### src/hdl/assert_macros.svh
// Assertion macros used by the lane RTL.
`ifndef ASSERT_MACROS_SVH
`define ASSERT_MACROS_SVH
`ifndef ASSERT_OFF
// same-cycle implication, checked out of reset
`define ASSERT_SAME(lbl, ante, cons, msg) \
  lbl: assert property (@(posedge clk) disable iff (!rst_n) (ante) |-> (cons)) else $error(msg);
// next-cycle implication, checked out of reset
`define ASSERT_NEXT(lbl, ante, cons, msg) \
  lbl: assert property (@(posedge clk) disable iff (!rst_n) (ante) |=> (cons)) else $error(msg);
`else
`define ASSERT_SAME(lbl, ante, cons, msg)
`define ASSERT_NEXT(lbl, ante, cons, msg)
`endif
`endif

### src/hdl/ssgs_pkg.sv
// Shared types, constants and rounding helpers of the slew gain smoother.
`timescale 1ns / 1ps
package ssgs_pkg;

  localparam int unsigned ONE_Q23 = 8388608;
  localparam int unsigned ONE_Q24 = 16777216;
  localparam logic [29:0] INV_TWO_PI_Q32 = 30'd683565276;
  localparam logic [63:0] HALF_PI_Q30 = 64'd1686629713;

  // configuration register indexes
  typedef enum logic [1:0] {
    REG_CHASE  = 2'd0,
    REG_RATIO  = 2'd1,
    REG_MAKEUP = 2'd2,
    REG_WET    = 2'd3
  } reg_idx_t;

  // settings seen by every lane; wet already limited to one
  typedef struct packed {
    logic [23:0] chase;
    logic [20:0] ratio;
    logic [23:0] makeup;
    logic [24:0] wet;
  } cfg_t;

  typedef struct packed {
    logic start;
    logic ack;
  } lane_ctrl_t;

  typedef struct packed {
    logic done;
  } lane_stat_t;

  // round to nearest, ties away from zero
  function automatic logic signed [63:0] rnd(input logic signed [63:0] v,
                                             input int unsigned sh);
    logic [63:0] mag;
    mag = v[63] ? 64'(-v) : 64'(v);
    mag = (mag + (64'd1 << (sh - 1))) >> sh;
    return v[63] ? -signed'(mag) : signed'(mag);
  endfunction

  function automatic logic signed [23:0] sat24(input logic signed [63:0] v);
    if (v > 64'sd8388607) return 24'sh7fffff;
    if (v < -64'sd8388608) return 24'sh800000;
    return v[23:0];
  endfunction

endpackage

### src/hdl/ssgs_merge.sv
// Collects the lane results into the output word register.
`timescale 1ns / 1ps
module ssgs_merge import ssgs_pkg::*; #(
  parameter int LANES = 2
) (
  input  logic               clk,
  input  logic               rst_n,
  input  lane_stat_t         stat [LANES],
  input  logic signed [23:0] res [LANES],
  output logic               load,
  output logic               out_tvalid,
  input  logic               out_tready,
  output logic [47:0]        out_tdata
);

  logic valid_r;
  logic [47:0] data_r;
  logic all_done;
  logic [23:0] right;

  always_comb begin
    all_done = 1'b1;
    for (int i = 0; i < LANES; i++) all_done = all_done & stat[i].done;
  end

  generate
    if (LANES > 1) begin : g_two
      assign right = res[LANES-1];
    end else begin : g_one
      assign right = '0;
    end
  endgenerate

  // take the word when the slot is free or being emptied
  assign load = all_done && (!valid_r || out_tready);

  always_ff @(posedge clk) begin
    if (!rst_n) valid_r <= 1'b0;
    else if (load) valid_r <= 1'b1;
    else if (out_tready) valid_r <= 1'b0;
  end

  always_ff @(posedge clk) begin
    if (load) data_r <= {right, res[0]};
  end

  assign out_tvalid = valid_r;
  assign out_tdata = data_r;

endmodule

### config.mk
export PLATFORM = sky130hd
export DESIGN_NAME = ssgs_merge
export DESIGN_NICKNAME = d
export VERILOG_FILES = /design/src/hdl/assert_macros.svh /design/src/hdl/ssgs_pkg.sv /design/src/hdl/ssgs_merge.sv
export SDC_FILE = /design/constraint.sdc
export NUM_CORES = 1
export LEC_CHECK = 0
export BUFFER_PORTS_ARGS = -buffer_cell sky130_fd_sc_hd__buf_2
export CORE_MARGIN = 2
export CORE_UTILIZATION = 43
export DETAILED_ROUTE_END_ITERATION = 10
export HOLD_SLACK_MARGIN = 0.15
export PLACE_DENSITY = 0.95
export SLEW_MARGIN = 20
export SYNTH_ARGS = -nofsm -noshare
export SYNTH_HDL_FRONTEND = slang
export SYNTH_SLANG_ARGS = --single-unit
### constraint.sdc
create_clock -name clk -period 4.2 [get_ports clk]
set_input_delay 0 -clock clk [delete_from_list [all_inputs] [get_ports clk]]
set_output_delay 0 -clock clk [all_outputs]
set_load 0.005 [all_outputs]
==> metrics.md <==
| Metric | Value |
|---|---|
| Resized Gates After CTS | `0` |
| DRT Wirelength | `4500 microns` |
| CP Capture Type | `output port` |
| CP Buf/Inv Count | `2` |
| Clock latency on the worst-skew pair | `0.35 ns` |
| Yosys reg bits | `49` |
| Worst path required time | `4.20 ns` |
| Finished layout cell area | `0.00268 sq mm` |
| Syn_area_per_cell | `28.2 sq um` |
| Max Clk Rate | `0.542 GHz` |
| Total grt overflow | `0` |
| Worst-path clk slew | `0.15 ns` |
| Tcrit/Tclk final | `0.439` |
| PortBufs | `102` |
| CORE AREA | `0.00334 sq mm` |
| CP max-delay cell | `nor2b_4` |
| # H-tree levels | `2` |
| Crit path DAT | `1.85 ns` |
| Max incr delay on CP | `0.60 ns` |
| First-pass DRT Iterations | `4` |
| GRT Total Usage | `0.241` |
| Vias per inst | `4.47` |
| Worst-Margin Slew | `0.655 ns` |
| GPL Wtd Cong | `0.710` |
| Min Clock Period, post-route | `1.85 ns` |
| Max Root-Sink Buffers | `2` |
| Nets | `266` |
| Run status | `completed` |
| Setup total negative slack | `0 ns` |
| Setup violators final | `0` |
| I/O pin cnt | `103` |
| Layout area overhead | `78.9%` |
| Slew margin rel. | `0.563` |
| First-pass GRT wire length | `6820 microns` |
| Register area share after synthesis | `0.977` |
| Hold WC Path Type | `in -> reg` |
| PnR Total Power | `0.950 mW` |
| Sw power | `0.195 mW` |
| Netlist cell types | `6` |
| Initial Util | `0.448` |
| IR drop worst, VDD | `0.413 mV` |
| Vias | `1,163` |
| Sequential power share | `0.598` |
| Pwr/cell area | `355 mW/mm^2` |
| Combinational power share | `0.108` |
| CTS buffer count | `5` |
| Largest net degree at the start of global routing | `30` |
| Final hold vios | `0` |
| Die H | `63.0 microns` |
| Hpwl dp | `2240 microns` |
| Share of layout cells above drive strength 1 | `0.528` |
| Crit path cell chain | `nand2b_1 -> nor2b_4 -> buf_16 -> buf_2` |
| Post-Syn Nets | `106` |
| Critical Path Fanout Max | `29` |
| Die W | `63.0 microns` |
| Clock tree from TritonCTS | `yes` |
| Clock sinks | `49` |
| Std cell rows | `21` |
| Static Leak | `1.15 nW` |
| Sw Ratio | `0.205` |
| Internal power | `0.755 mW` |
| Cells after Synth | `53` |
| RSZ-0062 raised after global routing | `false` |
| Most common cell after layout, fill and taps aside | `buf_2` |
| Initial antenna violation count | `0` |
| Worst Hold Slack | `0.264 ns` |
| # DRC | `0` |
| Top cell family by delay on the critical path | `simple AND/OR/NAND/NOR gates` |
| Crit path launch type | `register` |
| Maxcap violations | `0` |
| Clock skew | `0.00778 ns` |
| Die area | `0.00397 sq mm` |
| Commonest cells after routing, fill and taps aside | `102 x buf_2, 50 x dlygate4sd3_1, 48 x edfxtp_1` |
| Synth warn | `0` |
| Fin. max-slew vios | `0` |
| Root Buffer | `clkbuf_4` |
| Iter 0 DRT Violations | `50` |
| Dpl cell area | `0.00209 sq mm` |
| Antenna Cells | `0` |
| Wire length per cell | `17.3 microns` |
| Vias in the first global route | `1,292` |
| Crit Path Class | `reg -> out` |
| Post-Syn Area | `0.00150 sq mm` |
| ANT nets after route | `0` |
| Clock share of power | `0.294` |
state kept, by name, summed over array words and instances (netlist names):
name / cells
out_tdata: 48
out_tvalid: 1
through the flow:
step,cells,setup WS [ns],utilization
after detailed placement,202,2.66,0.627
after global placement,201,2.44,0.619
after floorplan,53,2.59,-
final,260,2.35,0.802
after CTS,260,2.39,0.802
after global routing,260,2.25,0.802
Yosys cell counts, drive strengths merged:
master | number | area [sq um]
nand2b | 1 | 6.26
dfxtp | 1 | 20.0
nor2b | 1 | 13.8
a21boi | 1 | 11.3
edfxtp | 48 | 1440
nand2 | 1 | 3.75
area by class of cell:
type / instances / area, sq um
Tap cell: 46 / 57.6
Clock inverter: 3 / 47.5
Fill cell: 176 / 659
Clock buffer: 5 / 37.5
Timing Repair Buffer: 153 / 1040
Multi-Input combinational cell: 4 / 35.0
Sequential cell: 49 / 1460
worst paths after layout:
kind / start / depth (start not counted) / slack (ns) / end
worst max register to register: out_tvalid / 3 / 2.56 / out_tdata[0]
worst min-delay path: stat[1] / 3 / 0.26 / out_tdata[39]
worst min register to register: out_tvalid / 2 / 0.92 / out_tdata[39]
worst max-delay path: out_tvalid / 4 / 2.35 / load
power groups by stage:
stage,sequential [mW],clock [mW],combinational [mW]
finish,0.568,0.279,0.103
CTS,0.566,0.280,0.0972
floorplan,0.581,0,0.00939
detailed placement,0.577,0,0.0617
global placement,0.576,0,0.0559
global route,0.569,0.306,0.110
metal layers:
metal / up-vias / GRT usage / wire length [microns]
met3: 6 / 0.0955 / 496
met1: 538 / 0.273 / 1620
li1: 533 / - / -
met2: 86 / 0.418 / 2320
met5: - / 0 / 0
met4: 0 / 0.0750 / 59
timing repair:
action                    in CTS  in global routing
hold buffers                  50                  0
hold endpoints to repair      49                  0
setup buffers                  0                  0
cells by family after synthesis:
group / after synthesis / share of synthesized area
AO/OA/AOI/OAI: 1 / 0.00752
flip-flops: 49 / 0.977
AND/OR/NAND/NOR: 3 / 0.0159
tightest hold or removal path: stages:
cell	delay [ns]
buf_2	0.10
nand2_1	0.17
nor2b_4	0.17
No activity file was read; power rests on OpenSTA's default activity.
